<file path="config.mk">
export PLATFORM = sky130hd
export DESIGN_NAME = single_wire_pulse_width_serializer
export DESIGN_NICKNAME = d
export VERILOG_FILES = /design/src/rtl/core/swpw_pkg.sv /design/src/rtl/core/swpw_cfg.sv /design/src/rtl/core/swpw_engine.sv /design/src/rtl/core/single_wire_pulse_width_serializer.sv
export SDC_FILE = /design/constraint.sdc
export NUM_CORES = 1
export LEC_CHECK = 0
export BUFFER_PORTS_ARGS = -buffer_cell sky130_fd_sc_hd__buf_2
export CAP_MARGIN = 0
export CORE_UTILIZATION = 61
export DETAILED_ROUTE_END_ITERATION = 12
export GPL_ROUTABILITY_DRIVEN = 1
export PLACE_DENSITY_LB_ADDON = 0.15
export SLEW_MARGIN = 20
export SYNTH_ARGS = -nofsm -noshare
export SYNTH_HDL_FRONTEND = slang
export SYNTH_SLANG_ARGS = --single-unit
</file>
<file path="constraint.sdc">
create_clock -name clk -period 3.7 [get_ports clk]
set_clock_uncertainty 0.2 [all_clocks]
set_input_delay 0.74 -clock clk [delete_from_list [all_inputs] [get_ports clk]]
set_output_delay 0.74 -clock clk [all_outputs]
set_load 0.02 [all_outputs]
</file>
<file path="src/rtl/core/swpw_pkg.sv">
// ----------------------------------------------------------------------------
// swpw_pkg
// Types, register map and defaults of the single-wire pulse-width serializer.
// ----------------------------------------------------------------------------
package swpw_pkg;

  // width of each timing register and of its index
  localparam int REG_W     = 10;
  localparam int CFG_IDX_W = 3;

  // default parameter values
  localparam int DEF_TICK_COUNT_BITS = 10;
  localparam int DEF_DATA_BITS       = 8;

  // width of the data_byte field
  localparam int BYTE_W = 8;

  // register indexes
  typedef enum logic [CFG_IDX_W-1:0] {
    R_START_HIGH = 3'd0,
    R_ZERO_LOW   = 3'd1,
    R_ZERO_HIGH  = 3'd2,
    R_ONE_LOW    = 3'd3,
    R_ONE_HIGH   = 3'd4,
    R_END_LOW    = 3'd5,
    R_END_HIGH   = 3'd6
  } cfg_idx_t;

  // register reset values
  localparam logic [REG_W-1:0] RST_START_HIGH = 10'd15;
  localparam logic [REG_W-1:0] RST_ZERO_LOW   = 10'd12;
  localparam logic [REG_W-1:0] RST_ZERO_HIGH  = 10'd4;
  localparam logic [REG_W-1:0] RST_ONE_LOW    = 10'd4;
  localparam logic [REG_W-1:0] RST_ONE_HIGH   = 10'd12;
  localparam logic [REG_W-1:0] RST_END_LOW    = 10'd4;
  localparam logic [REG_W-1:0] RST_END_HIGH   = 10'd350;

  // timing registers as seen by the engine
  typedef struct packed {
    logic [REG_W-1:0] start_high;
    logic [REG_W-1:0] zero_low;
    logic [REG_W-1:0] zero_high;
    logic [REG_W-1:0] one_low;
    logic [REG_W-1:0] one_high;
    logic [REG_W-1:0] end_low;
    logic [REG_W-1:0] end_high;
  } cfg_t;

  // one result of the engine
  typedef struct packed {
    logic pin_level;
    logic busy;
    logic rejected;
  } res_t;

  // frame phases, one-hot
  typedef enum logic [5:0] {
    PH_IDLE     = 6'b000001,
    PH_START    = 6'b000010,
    PH_BIT_LOW  = 6'b000100,
    PH_BIT_HIGH = 6'b001000,
    PH_END_LOW  = 6'b010000,
    PH_END_HIGH = 6'b100000
  } phase_t;

endpackage

</file>
<file path="src/rtl/core/swpw_cfg.sv">
// ----------------------------------------------------------------------------
// swpw_cfg
// Timing register bank, written through a plain write port.
// ----------------------------------------------------------------------------
module swpw_cfg (
  input  logic                             clk,
  input  logic                             rst,
  input  logic                             cfg_we,
  input  logic [swpw_pkg::CFG_IDX_W-1:0]   cfg_index,
  input  logic [swpw_pkg::REG_W-1:0]       cfg_data,
  output swpw_pkg::cfg_t                   cfg
);
  import swpw_pkg::*;

  // register writes, out-of-range indexes ignored
  always_ff @(posedge clk) begin
    if (rst) begin
      cfg.start_high <= RST_START_HIGH;
      cfg.zero_low   <= RST_ZERO_LOW;
      cfg.zero_high  <= RST_ZERO_HIGH;
      cfg.one_low    <= RST_ONE_LOW;
      cfg.one_high   <= RST_ONE_HIGH;
      cfg.end_low    <= RST_END_LOW;
      cfg.end_high   <= RST_END_HIGH;
    end else if (cfg_we) begin
      unique case (cfg_idx_t'(cfg_index))
        R_START_HIGH: cfg.start_high <= cfg_data;
        R_ZERO_LOW:   cfg.zero_low   <= cfg_data;
        R_ZERO_HIGH:  cfg.zero_high  <= cfg_data;
        R_ONE_LOW:    cfg.one_low    <= cfg_data;
        R_ONE_HIGH:   cfg.one_high   <= cfg_data;
        R_END_LOW:    cfg.end_low    <= cfg_data;
        R_END_HIGH:   cfg.end_high   <= cfg_data;
        default: ;
      endcase
    end
  end

endmodule

</file>
<file path="src/rtl/core/swpw_engine.sv">
// ----------------------------------------------------------------------------
// swpw_engine
// Frame state machine: tick countdown, bit shifter and line level.
// ----------------------------------------------------------------------------
module swpw_engine #(
  parameter int TICK_COUNT_BITS = swpw_pkg::DEF_TICK_COUNT_BITS,
  parameter int DATA_BITS       = swpw_pkg::DEF_DATA_BITS
) (
  input  logic                          clk,
  input  logic                          rst,
  input  logic                          fire,
  input  logic                          mode,
  input  logic [swpw_pkg::BYTE_W-1:0]   data_byte,
  input  swpw_pkg::cfg_t                cfg,
  output swpw_pkg::res_t                res
);
  import swpw_pkg::*;

  localparam int TW  = TICK_COUNT_BITS;
  localparam int CW  = (TW > REG_W) ? TW : REG_W;
  localparam int DW  = (DATA_BITS > BYTE_W) ? DATA_BITS : BYTE_W;
  localparam int BPW = $clog2(DATA_BITS + 1);

  phase_t                phase, phase_next;
  logic [BPW-1:0]        bit_position, bit_position_next;
  logic [TW-1:0]         ticks_left, ticks_left_next;
  logic [DATA_BITS-1:0]  shift_byte, shift_byte_next;
  logic                  line_level, line_level_next;
  logic                  busy;
  logic                  rej;
  logic [DATA_BITS-1:0]  shifted;
  logic [BPW-1:0]        bp_inc;
  logic [DW-1:0]         data_ext;

  // duration truncated or widened to the counter width
  function automatic logic [TW-1:0] load_ticks(input logic [REG_W-1:0] v);
    logic [CW-1:0] e;
    e = CW'(v);
    return e[TW-1:0];
  endfunction

  assign busy     = (phase != PH_IDLE);
  assign shifted  = shift_byte << 1;
  assign bp_inc   = bit_position + BPW'(1);
  assign data_ext = DW'(data_byte);

  // next state for one request
  always_comb begin
    phase_next        = phase;
    bit_position_next = bit_position;
    ticks_left_next   = ticks_left;
    shift_byte_next   = shift_byte;
    line_level_next   = line_level;
    rej               = 1'b0;
    if (mode) begin
      if (busy) begin
        rej = 1'b1;
      end else begin
        shift_byte_next   = data_ext[DATA_BITS-1:0];
        bit_position_next = '0;
        phase_next        = PH_START;
        ticks_left_next   = load_ticks(cfg.start_high);
        line_level_next   = 1'b1;
      end
    end else if (busy) begin
      if (ticks_left <= TW'(1)) begin
        ticks_left_next = '0;
        unique case (phase)
          PH_START: begin
            phase_next      = PH_BIT_LOW;
            ticks_left_next = load_ticks(shift_byte[DATA_BITS-1] ? cfg.one_low : cfg.zero_low);
            line_level_next = 1'b0;
          end
          PH_BIT_LOW: begin
            phase_next      = PH_BIT_HIGH;
            ticks_left_next = load_ticks(shift_byte[DATA_BITS-1] ? cfg.one_high
                                                                  : cfg.zero_high);
            line_level_next = 1'b1;
          end
          PH_BIT_HIGH: begin
            shift_byte_next   = shifted;
            bit_position_next = bp_inc;
            line_level_next   = 1'b0;
            if (bp_inc >= BPW'(DATA_BITS)) begin
              phase_next      = PH_END_LOW;
              ticks_left_next = load_ticks(cfg.end_low);
            end else begin
              phase_next      = PH_BIT_LOW;
              ticks_left_next = load_ticks(shifted[DATA_BITS-1] ? cfg.one_low
                                                                 : cfg.zero_low);
            end
          end
          PH_END_LOW: begin
            phase_next      = PH_END_HIGH;
            ticks_left_next = load_ticks(cfg.end_high);
            line_level_next = 1'b1;
          end
          default: begin
            // end of closing high period: back to idle with the line high
            phase_next        = PH_IDLE;
            bit_position_next = '0;
            line_level_next   = 1'b1;
          end
        endcase
      end else begin
        ticks_left_next = ticks_left - TW'(1);
      end
    end
  end

  // state update on each processed request
  always_ff @(posedge clk) begin
    if (rst) begin
      phase        <= PH_IDLE;
      bit_position <= '0;
      ticks_left   <= '0;
      shift_byte   <= '0;
      line_level   <= 1'b0;
    end else if (fire) begin
      phase        <= phase_next;
      bit_position <= bit_position_next;
      ticks_left   <= ticks_left_next;
      shift_byte   <= shift_byte_next;
      line_level   <= line_level_next;
    end
  end

  assign res.pin_level = line_level_next;
  assign res.busy      = (phase_next != PH_IDLE);
  assign res.rejected  = rej;

endmodule

</file>
<file path="src/rtl/core/single_wire_pulse_width_serializer.sv">
// A request accepted into the input register moves to the result register as it fires,
// which a stalled result can hold off. Throughput: one request per cycle while no stall
// holds the result; the input register and the result register each hold one request,
// and the frame state advances by one request each time a request fires.
// Reset (rst, synchronous): idle, engine line level low, timing registers at their
// defaults, both pipeline registers empty.
// ----------------------------------------------------------------------------
// single_wire_pulse_width_serializer
// Drives a pulse-width coded single-wire line from tick and send requests.
// ----------------------------------------------------------------------------
module single_wire_pulse_width_serializer #(
  parameter int TICK_COUNT_BITS = swpw_pkg::DEF_TICK_COUNT_BITS,
  parameter int DATA_BITS       = swpw_pkg::DEF_DATA_BITS
) (
  input  logic                            clk,
  input  logic                            rst,
  input  logic                            in_valid,
  output logic                            in_stall,
  input  logic                            mode,
  input  logic [swpw_pkg::BYTE_W-1:0]     data_byte,
  output logic                            out_valid,
  input  logic                            out_stall,
  output logic                            pin_level,
  output logic                            busy_res,
  output logic                            rejected,
  input  logic                            cfg_we,
  input  logic [swpw_pkg::CFG_IDX_W-1:0]  cfg_index,
  input  logic [swpw_pkg::REG_W-1:0]      cfg_data
);
  import swpw_pkg::*;

  logic               in_q_valid;
  logic               mode_q;
  logic [BYTE_W-1:0]  data_q;
  logic               out_free;
  logic               fire;
  logic               in_accept;
  cfg_t               cfg;
  res_t               res;

  // handshake control
  assign out_free  = !out_valid || !out_stall;
  assign fire      = in_q_valid && out_free;
  assign in_stall  = in_q_valid && !out_free;
  assign in_accept = in_valid && !in_stall;

  // input register
  always_ff @(posedge clk) begin
    if (rst) begin
      in_q_valid <= 1'b0;
    end else if (in_accept) begin
      in_q_valid <= 1'b1;
    end else if (fire) begin
      in_q_valid <= 1'b0;
    end
  end

  always_ff @(posedge clk) begin
    if (in_accept) begin
      mode_q <= mode;
      data_q <= data_byte;
    end
  end

  // timing registers
  swpw_cfg u_cfg (
    .clk       (clk),
    .rst       (rst),
    .cfg_we    (cfg_we),
    .cfg_index (cfg_index),
    .cfg_data  (cfg_data),
    .cfg       (cfg)
  );

  // frame engine
  swpw_engine #(
    .TICK_COUNT_BITS (TICK_COUNT_BITS),
    .DATA_BITS       (DATA_BITS)
  ) u_engine (
    .clk       (clk),
    .rst       (rst),
    .fire      (fire),
    .mode      (mode_q),
    .data_byte (data_q),
    .cfg       (cfg),
    .res       (res)
  );

  // result register
  always_ff @(posedge clk) begin
    if (rst) begin
      out_valid <= 1'b0;
    end else if (fire) begin
      out_valid <= 1'b1;
    end else if (!out_stall) begin
      out_valid <= 1'b0;
    end
  end

  always_ff @(posedge clk) begin
    if (fire) begin
      pin_level <= res.pin_level;
      busy_res  <= res.busy;
      rejected  <= res.rejected;
    end
  end

endmodule

</file>
==> impl_metrics.csv, run 1 <==
group,metric,value,unit
sta,tightest_slew,0.9016,ns
synth,syn_inst,652,
sta,max_freq,0.3612,GHz
global_route,grt_pass1_wl,22.57,mm
layout,n_antenna_cell,0,
sta,finalSetupViolations,0,
synth,synth_most_common_cell,"nand2_1",
power,swShare,0.2601,
die,rows,34,
global_route,grt_antenna_before_repair,0,
hold_path,holdPathStages,1,
layout,multi_input_area,2854,um2
power,p_per_area,517.9,nW/um2
power,peakVddDrop,0.4230,mV
power,p_switching,0.8353,mW
layout,ff_latch_area,2382,um2
synth,synth.distinct_cells,62,
place,gp_congestion,0.8619,
global_route,grt_usage,0.3229,
job,cap_violations,0,
synth,syn_area,5420,um2
synth,syn-num-nets,683,
layout,area_growth,14.40,%
setup_path,crit_path_cell_trace,"nor3_1 -> nand3_1 -> inv_1 -> ha_1 -> and2_1 -> o2111ai_1 -> o211ai_1 -> o32ai_1",
synth,synth_seq_cells,113,
synth,async_flop_share,0,
power,power_frac_comb,0.105,
global_route,grt_max_degree,47,
synth,synth-edff-count,12,
sta,post-route-period-util,0.7482,
cts,cts_resized,0,
detailed_routing,viasPerCell,6.361,
power,p_seq_frac,0.412,
cts,cts_sinks,113,
cts,clock_latency,0.53,ns
die,die_x,96.27,um
cts,post-cts-setup-buffer-count,0,
sta,fin_crit,2.769,ns
cts,clockBufferDepth,2,
setup_path,critPathKind,"flip-flop to flip-flop",
setup_path,start_kind,"flip-flop",
place,place_hpwl,9.514,mm
synth,synth_common_cells,"nand2_1, dfxtp_1, a21oi_1, clkbuf_1",
cts,numCtsBuffers,17,
global_route,grt_pass1_vias,4599,
die,ioPinCount,32,
detailed_routing,post_drt_wl_per_cell,18.13,um
cts,htree_levels,4,
sta,rsz0062_at_grt,"false",
sta,relSlewSlack,0.3967,
power,leakagePower,2.228,nW
die,die-area,9267,um2
synth,synth_area_per_cell,8.313,um2
setup_path,path_max_fanout,25,
power,clkPwrFrac,0.484,
global_route,grt.overflow.total,0,
detailed_routing,drcViolationCount,0,
die,initial_core_util,0.6246,
synth,ys.flop_type,"dfxtp_1",
setup_path,worstSetupEndpointType,"flip-flop",
synth,synth_seq_area_share,0.4395,
die,core_area,8678,um2
sta,drv_slew,0,
synth,synth_top_cells_by_area,"dfxtp_1, nand2_1, a21oi_1",
hold_path,hold_class,"input pin to flip-flop",
cts,path_clk_slew,0.06,ns
sta,setup_tns,0,ns
sta,holdWs,0.1866,ns
setup_path,arrival,2.95,ns
die,die_h,96.27,um
setup_path,reg2reg_depth,8,
place,port_buffers,31,
detailed_routing,drt_first_pass_iters,5,
run_status,status,"complete, no violations",
layout,n_fill_cell,679,
cts,cts_hold_buf,0,
detailed_routing,ant_nets,0,
cts,root_buffer,"clkbuf_8",
power,internal_power,2.376,mW
sta,hold_violations,0,
detailed_routing,num_vias,5044,
detailed_routing,first_iter_violations,498,
setup_path,cp_slowest_cell,"and2_1",
synth,synth_top_area_frac,0.3730,
synth,synth_top_cell_by_area,"dfxtp_1",
synth,ys_warn_count,0,
setup_path,cp_slowest_stage_delay,0.67,ns
layout,drive_gt1_frac,0.1416,
layout,fin_nets,703,
setup_path,cp.required,3.89,ns
detailed_routing,routed_wl,14.38,mm
cts,cts_tree,"done",
power by group through the flow:
stage	Clock [mW]	Sequential [mW]	Combinational (mW)
global placement	0	1.34	0.318
floorplan	0	1.33	0.241
finish	1.55	1.32	0.337
CTS	1.56	1.32	0.330
detailed placement	0	1.35	0.326
global route	1.61	1.33	0.364
stage by stage:
step	utilization	total power, mW	cells	setup WS (ns)	cell area [um2]
6_report	0.7145	3.212	793	0.9315	6201
2_1_floorplan	-	1.576	652	0.9768	5420
4_1_cts	0.7145	3.210	793	0.9679	6201
3_3_place_gp	0.6489	1.662	761	0.8753	5632
5_1_grt	0.7145	3.305	793	0.7081	6201
3_5_place_dp	0.6489	1.672	761	0.7812	5632
layout make-up:
cell class                 count  share of cell area
sequential                   113              0.3842
inverter                       6            0.003632
multi-input combinational    492              0.4603
timing repair buffer          42             0.03834
clock inverter                13             0.02220
clock buffer                  19             0.06961
tap                          108             0.02179
registers in the layout (all words and copies together), names as in the netlist:
| name | cells |
|---|---|
| u_engine.bit_position | 4 |
| u_engine.ticks_left | 10 |
| rejected | 1 |
| mode_q | 1 |
| u_engine.phase | 6 |
| in_q_valid | 1 |
| busy_res | 1 |
| u_engine.shift_byte | 8 |
| u_engine.line_level | 1 |
| out_valid | 1 |
| u_cfg.cfg | 70 |
| data_q | 8 |
| pin_level | 1 |
worst max-delay path: cells and delay by family, from the launching register on:
kind / cells / cell delay [ns]
AO/OA/AOI/OAI: 3 / 0.53
adder cells (fa/ha/maj): 1 / 0.29
buffers and inverters: 1 / 0.09
flip-flops: 1 / 0.49
AND/OR/NAND/NOR: 3 / 1.02
cells by family after synthesis:
logic type	share of synthesized area
buffers and inverters	0.03393
AO/OA/AOI/OAI	0.1916
adder cells (fa/ha/maj)	0.009234
XOR/XNOR	0.004849
multiplexers	0.07641
AND/OR/NAND/NOR	0.2445
flip-flops	0.4395
routing by layer:
layer	part of all wire	GRT usage	vias up	routed length (um)
met4	0.023	0.1642	0	324
met1	0.41	0.4029	2364	5965
met2	0.48	0.5266	228	6941
li1	-	-	2417	-
met5	0	0	-	0
met3	0.080	0.06556	35	1148
cell usage in the layout, fill, tap and decap left out, types with 3 or more instances in the layout:
cell        count
clkinvlp_4      3
nand2b_1        9
o31ai_1         4
a22oi_1         4
nor3_1         27
buf_2          31
nand2_1       154
nand3_1        29
nor2b_1         5
clkbuf_16      16
mux2i_1        29
clkinv_2        4
o32ai_1         6
buf_4          11
a311oi_1        6
inv_1           6
clkinv_4        3
or4_4           3
nor4_1          4
ha_1            4
or4_1           4
mux2_2         11
a21oi_1        73
o311a_1         3
nor2_1         24
and3_1          7
edfxtp_1       12
nand4_1         5
a221o_1         8
o21ai_0        16
o211ai_1        3
dfxtp_1       101
a211oi_1       11
final timing paths:
kind	endpoint	slack, ns	startpoint
worst max-delay path	u_engine.ticks_left[8]$_SDFFE_PP0P_	0.93	u_engine.phase[1]$_SDFFE_PP0P_
worst min-delay path	data_q[5]$_DFFE_PP_	0.19	data_byte[5]
worst max register to register	u_engine.ticks_left[8]$_SDFFE_PP0P_	0.93	u_engine.phase[1]$_SDFFE_PP0P_
worst min register to register	u_cfg.cfg[19]$_SDFFE_PP0P_	0.25	u_cfg.cfg[19]$_SDFFE_PP0P_
No activity file was read; power rests on OpenSTA's default activity.
==> inputs of run 2 (changes only) <==
CORE_UTILIZATION = 55   (was 61)
clock period = 2.23 ns   (was 3.7 ns; I/O delays follow)
==> run 2 against run 1 <==
Compared with the run above:
- maximum frequency up 25%
- highest routed layer unchanged
- combinational power up 130%
- wire length increased by 9.8%
- total power increased by 86%
- critical endpoint is now u_engine.bit_position[0]$_SDFFE_PP0P_
- largest cell class unchanged
==> impl_metrics.csv, run 2 (same netlist as run 1, synthesis figures left out) <==
group,metric,value,unit
run_status,status,"complete, no violations",
sta,drv_slew,0,
sta,relSlewSlack,0.6651,
die,ioPinCount,32,
hold_path,hold_class,"input pin to flip-flop",
global_route,grt_antenna_before_repair,0,
setup_path,path_delay_family,"simple AND/OR/NAND/NOR gates",
die,initial_core_util,0.5784,
layout,largest_register,"u_cfg.cfg",
sta,rsz0062_at_grt,"true",
setup_path,cp_slowest_stage_delay,0.56,ns
global_route,grt_max_degree,35,
layout,final_common_cell,"nand2_1",
die,rows,35,
cts,htree_levels,4,
layout,n_fill_cell,720,
setup_path,worstSetupEndpointType,"flip-flop",
power,leakagePower,2.595,nW
setup_path,start_kind,"flip-flop",
die,die_h,101.3,um
cts,root_buffer,"clkbuf_8",
cts,numCtsBuffers,17,
sta,hold_violations,0,
global_route,grt_usage,0.3174,
sta,post-route-period-util,0.9958,
detailed_routing,drt_first_pass_iters,5,
sta,tightest_slew,0.4977,ns
sta,setup_tns,0,ns
global_route,grt_pass1_wl,24.77,mm
setup_path,crit_path_cell_trace,"or4_4 -> or3_4 -> a21boi_1 -> or4_1 -> a21oi_1",
setup_path,critPathKind,"flip-flop to flip-flop",
place,place_hpwl,10.37,mm
sta,finalSetupViolations,0,
setup_path,cp_slowest_cell,"or4_4",
cts,cts_sinks,113,
layout,top_regs,"u_cfg.cfg: 70 flops, u_engine.ticks_left: 10 flops",
detailed_routing,first_iter_violations,384,
detailed_routing,ant_nets,0,
setup_path,cp.required,2.48,ns
setup_path,path_max_fanout,3,
global_route,grt.overflow.total,0,
cts,clock_latency,0.52,ns
power,peakVddDrop,0.6938,mV
detailed_routing,post_drt_wl_per_cell,18.14,um
die,core_area,9371,um2
sta,fin_crit,2.221,ns
cts,clockBufferDepth,2,
sta,max_freq,0.4503,GHz
die,die-area,10260,um2
place,place_ws,-0.02455,ns
layout,drive_gt1_frac,0.2267,
detailed_routing,routed_wl,15.79,mm
sta,fin_ws,0.009278,ns
cts,path_clk_slew,0.06,ns
global_route,grt_pass1_vias,5003,
place,port_buffers,31,
layout,largest_reg_flops,70,
layout,n_antenna_cell,0,
layout,post-route-util,0.7461,
setup_path,path_buf_inv,0,
job,cap_violations,0,
power,p_per_area,854.2,nW/um2
cts,cts_tree,"done",
layout,final_cell_mix,"nand2_1, dfxtp_1, a21oi_1, buf_4, buf_2",
place,gp_congestion,0.9131,
die,die_x,101.3,um
layout,area_growth,28.99,%
setup_path,arrival,2.47,ns
layout,fin_nets,759,
detailed_routing,num_vias,5328,
detailed_routing,viasPerCell,6.124,
detailed_routing,drcViolationCount,0,
[run 2: changes by cell type in the layout (fill, tap and decap cells not counted), sizes merged]
cell / delta
clkinv: -2
buf: +43
dlygate4sd3: +12
bufinv: +4
clkbuf: -1
[run 2: area by class of cell]
class / instances / area [um2] / share of cell area
flip-flops and latches: 113 / 2389 / 0.3416
inverters: 6 / 25.02 / 0.003579
repair buffers: 98 / 772.0 / 0.1104
clock buffers: 17 / 414.1 / 0.05923
multi-input cells: 492 / 2992 / 0.4279
clock inverters: 15 / 239.0 / 0.03418
well taps: 129 / 161.4 / 0.02309
[run 2: path summary, 6_finish.rpt]
| path | slack (ns) | end | cells after the start | start |
|---|---|---|---|---|
| max | 0.009 | u_engine.bit_position[0]$_SDFFE_PP0P_ | 5 | u_engine.phase[2]$_SDFFE_PP0P_ |
| min | 0.03 | u_cfg.cfg[47]$_SDFFE_PP0P_ | 3 | cfg_data[7] |
| max reg2reg | 0.009 | u_engine.bit_position[0]$_SDFFE_PP0P_ | 5 | u_engine.phase[2]$_SDFFE_PP0P_ |
| min reg2reg | 0.25 | u_cfg.cfg[43]$_SDFFE_PP0P_ | 2 | u_cfg.cfg[43]$_SDFFE_PP0P_ |
[run 2: power by group]
part / leakage [nW] / switching [mW] / internal, mW
Combinational: 1.35 / 0.436 / 0.335
Sequential: 0.938 / 0.0533 / 2.13
Clock: 0.312 / 0.984 / 2.03
Total: 2.60 / 1.47 / 4.50
[run 2: worst register-to-register path, stage by stage (launching register included)]
cell and delay (ns):
dfxtp_2 0.32, or4_4 0.56, or3_4 0.39, a21boi_1 0.14, or4_1 0.40, a21oi_1 0.14
[run 2: timing repair]
action / in CTS / in global routing
setup buffers: 0 / 4
gates resized for setup: 4 / 20
cloned: 0 / 1
endpoints found under the hold margin: 12 / 0
endpoints found under the setup margin: 11 / 24
hold buffers: 12 / 0
pin swaps: 1 / 5
[run 2: per-layer routing]
metal,global-route usage,vias up,share of wire
met5,0,-,0
met2,0.5238,242,0.48
li1,-,2513,-
met1,0.4031,2542,0.42
met3,0.07591,31,0.076
met4,0.1204,0,0.020
[run 2: stage by stage]
stage                     total power [mW]  area (um2)  hold WS [ns]  std cells
after floorplan                      2.641        5524        0.2319        652
after global placement               2.891        6062        0.2378        821
after detailed placement             2.912        6062        0.2458        821
after CTS                            5.941        6850       0.01224        865
after global routing                 6.156        6992       0.02838        870
final                                5.972        6992       0.02586        870
==> inputs of run 3 (changes only) <==
CORE_ASPECT_RATIO = 1.5   (was unset)
CORE_UTILIZATION = 57   (was 55)
CTS_BUF_LIST = sky130_fd_sc_hd__clkbuf_4 sky130_fd_sc_hd__clkbuf_8   (was unset)
==> run 3 against run 2 <==
Compared with the run above:
- the flow now finishes with violations (setup timing)
- worst setup slack got worse by 0.13 ns
- wire length fell by 4.3%
- flip-flop and latch count did not move
- via count fell by 1.6%
- clock power fell by 25%
==> impl_metrics.csv, run 3 (same netlist as run 1, synthesis figures left out) <==
group,metric,value,unit
sta,post-route-period-util,1.053,
global_route,grt_max_degree,34,
layout,finalNonFillerCells,855,
hold_path,min-delay-start,"in_valid",
global_route,grt_pass1_wl,23.44,mm
die,ioPinCount,32,
run_status,violations,"setup timing",
detailed_routing,drcViolationCount,0,
die,rows,43,
place,port_buffers,31,
setup_path,cp_slowest_cell,"or4_4",
place,gp_congestion,0.9572,
setup_path,cp.required,2.42,ns
detailed_routing,drt_first_pass_iters,5,
layout,drive_gt1_frac,0.2369,
setup_path,reg2reg_depth,5,
layout,n_fill_cell,706,
place,place_inst,809,
setup_path,rr_endpoint,"u_engine.bit_position[0]$_SDFFE_PP0P_",
power,leakagePower,2.525,nW
layout,area_growth,24.75,%
layout,ff_latch_area,2390,um2
sta,rsz0062_at_grt,"true",
layout,final_cell_mix,"nand2_1, dfxtp_1, a21oi_1, buf_4, buf_2",
cts,cts_sinks,113,
global_route,grt.overflow.total,0,
detailed_routing,routed_wl,15.10,mm
sta,max_freq,0.4258,GHz
setup_path,rrSetupSlack,-0.12,ns
layout,top_regs,"u_cfg.cfg: 70 flops, u_engine.ticks_left: 10 flops",
global_route,grt_antenna_before_repair,0,
die,initial_core_util,0.5857,
detailed_routing,num_vias,5241,
setup_path,r2r_start,"u_engine.phase[2]$_SDFFE_PP0P_",
place,place_hpwl,10.49,mm
global_route,grt_usage,0.3159,
setup_path,cp_common_cell,"or4_4",
hold_path,hold_class,"input pin to flip-flop",
cts,htree_levels,4,
sta,drv_slew,0,
sta,hold_violations,0,
layout,fin_nets,761,
power,total_power,5.199,mW
setup_path,path_max_fanout,4,
sta,fin_crit,2.349,ns
setup_path,cp_slowest_stage_delay,0.53,ns
sta,finalSetupViolations,3,
die,die-area,9911,um2
hold_path,holdPathStages,3,
layout,largest_reg_flops,70,
detailed_routing,ant_nets,0,
cts,root_buffer,"clkbuf_8",
die,die_x,81.62,um
die,die_h,121.4,um
setup_path,crit_path_cell_trace,"or4_4 -> or3_4 -> a21boi_4 -> or4_4 -> a21oi_2",
layout,n_antenna_cell,0,
cts,clock_latency,0.45,ns
power,peakVddDrop,0.7096,mV
layout,final_common_cell,"nand2_1",
die,core_area,9254,um2
detailed_routing,post_drt_wl_per_cell,17.67,um
setup_path,worstSetupEndpointType,"flip-flop",
cts,clockBufferDepth,2,
sta,fin_ws,-0.1186,ns
run_status,status,"finished with violations",
detailed_routing,viasPerCell,6.130,
job,cap_violations,0,
setup_path,critPathKind,"flip-flop to flip-flop",
power,p_per_area,768.9,nW/um2
cts,numCtsBuffers,17,
layout,largest_register,"u_cfg.cfg",
cts,cts_tree,"done",
setup_path,arrival,2.53,ns
layout,multi_input_area,3012,um2
setup_path,start_kind,"flip-flop",
sta,holdWs,0.02442,ns
global_route,grt_pass1_vias,4960,
cts,path_clk_slew,0.07,ns
sta,relSlewSlack,0.6841,
detailed_routing,first_iter_violations,422,
hold_path,holdPathEnd,"in_q_valid$_SDFFE_PP0P_",
sta,tightest_slew,0.4726,ns
run 3: final cells by class:
| type | count | area share |
|---|---|---|
| clock buffers | 22 | 0.04108 |
| repair buffers | 100 | 0.1084 |
| flip-flops and latches | 113 | 0.3534 |
| inverters | 6 | 0.003701 |
| clock inverters | 10 | 0.02720 |
| multi-input cells | 492 | 0.4454 |
| well taps | 112 | 0.02073 |
run 3: repair_timing:
action / in CTS / in global routing
setup buffers: 0 / 5
setup endpoints to repair: 13 / 16
hold endpoints to repair: 9 / 0
pin swaps: 1 / 8
gates resized for setup: 7 / 19
cloned: 0 / 0
hold buffers: 9 / 0
run 3: critical path, delay by kind of cell, from the launching register on:
kind | cells | cell delay, ns
simple gates | 3 | 1.46
compound gates | 2 | 0.28
flops | 1 | 0.36
run 3: how the worst max path moves through the flow:
stage	start	endpoint	cells past startpoint
finish	u_engine.phase[2]$_SDFFE_PP0P_	u_engine.bit_position[0]$_SDFFE_PP0P_	5
global route	u_engine.phase[2]$_SDFFE_PP0P_	u_engine.bit_position[0]$_SDFFE_PP0P_	5
CTS	u_engine.phase[2]$_SDFFE_PP0P_	u_engine.bit_position[0]$_SDFFE_PP0P_	5
detailed placement	u_engine.phase[1]$_SDFFE_PP0P_	u_engine.shift_byte[4]$_SDFFE_PP0P_	5
global placement	u_engine.phase[2]$_SDFFE_PP0P_	u_engine.bit_position[0]$_SDFFE_PP0P_	5
floorplan	mode_q$_DFFE_PP_	u_engine.ticks_left[0]$_SDFFE_PP0P_	9
run 3: report_power, final:
| group | switching, mW | internal, mW |
|---|---|---|
| registers | 0.0471 | 2.13 |
| logic | 0.435 | 0.338 |
| clock network | 0.843 | 1.41 |
| total | 1.33 | 3.87 |
run 3: metrics by stage:
step           instance area [um2]  TNS (ns)    util  worst slack, ns
2_1_floorplan                 5524   -0.1029       -         -0.02572
4_1_cts                       6648  -0.01535  0.7184         -0.01535
6_report                      6761   -0.1583  0.7307          -0.1186
3_5_place_dp                  6066   -0.3648  0.6555         -0.09111
3_3_place_gp                  6066         0  0.6555          0.01514
5_1_grt                       6761   -0.3349  0.7307          -0.1519
run 3: layer usage:
metal | wire length (um) | vias to the layer above | track usage
li1 | - | 2520 | -
met1 | 5802 | 2526 | 0.3248
met2 | 8260 | 163 | 0.5781
met3 | 636 | 32 | 0.07444
met4 | 405 | 0 | 0.1546
met5 | 0 | - | 0
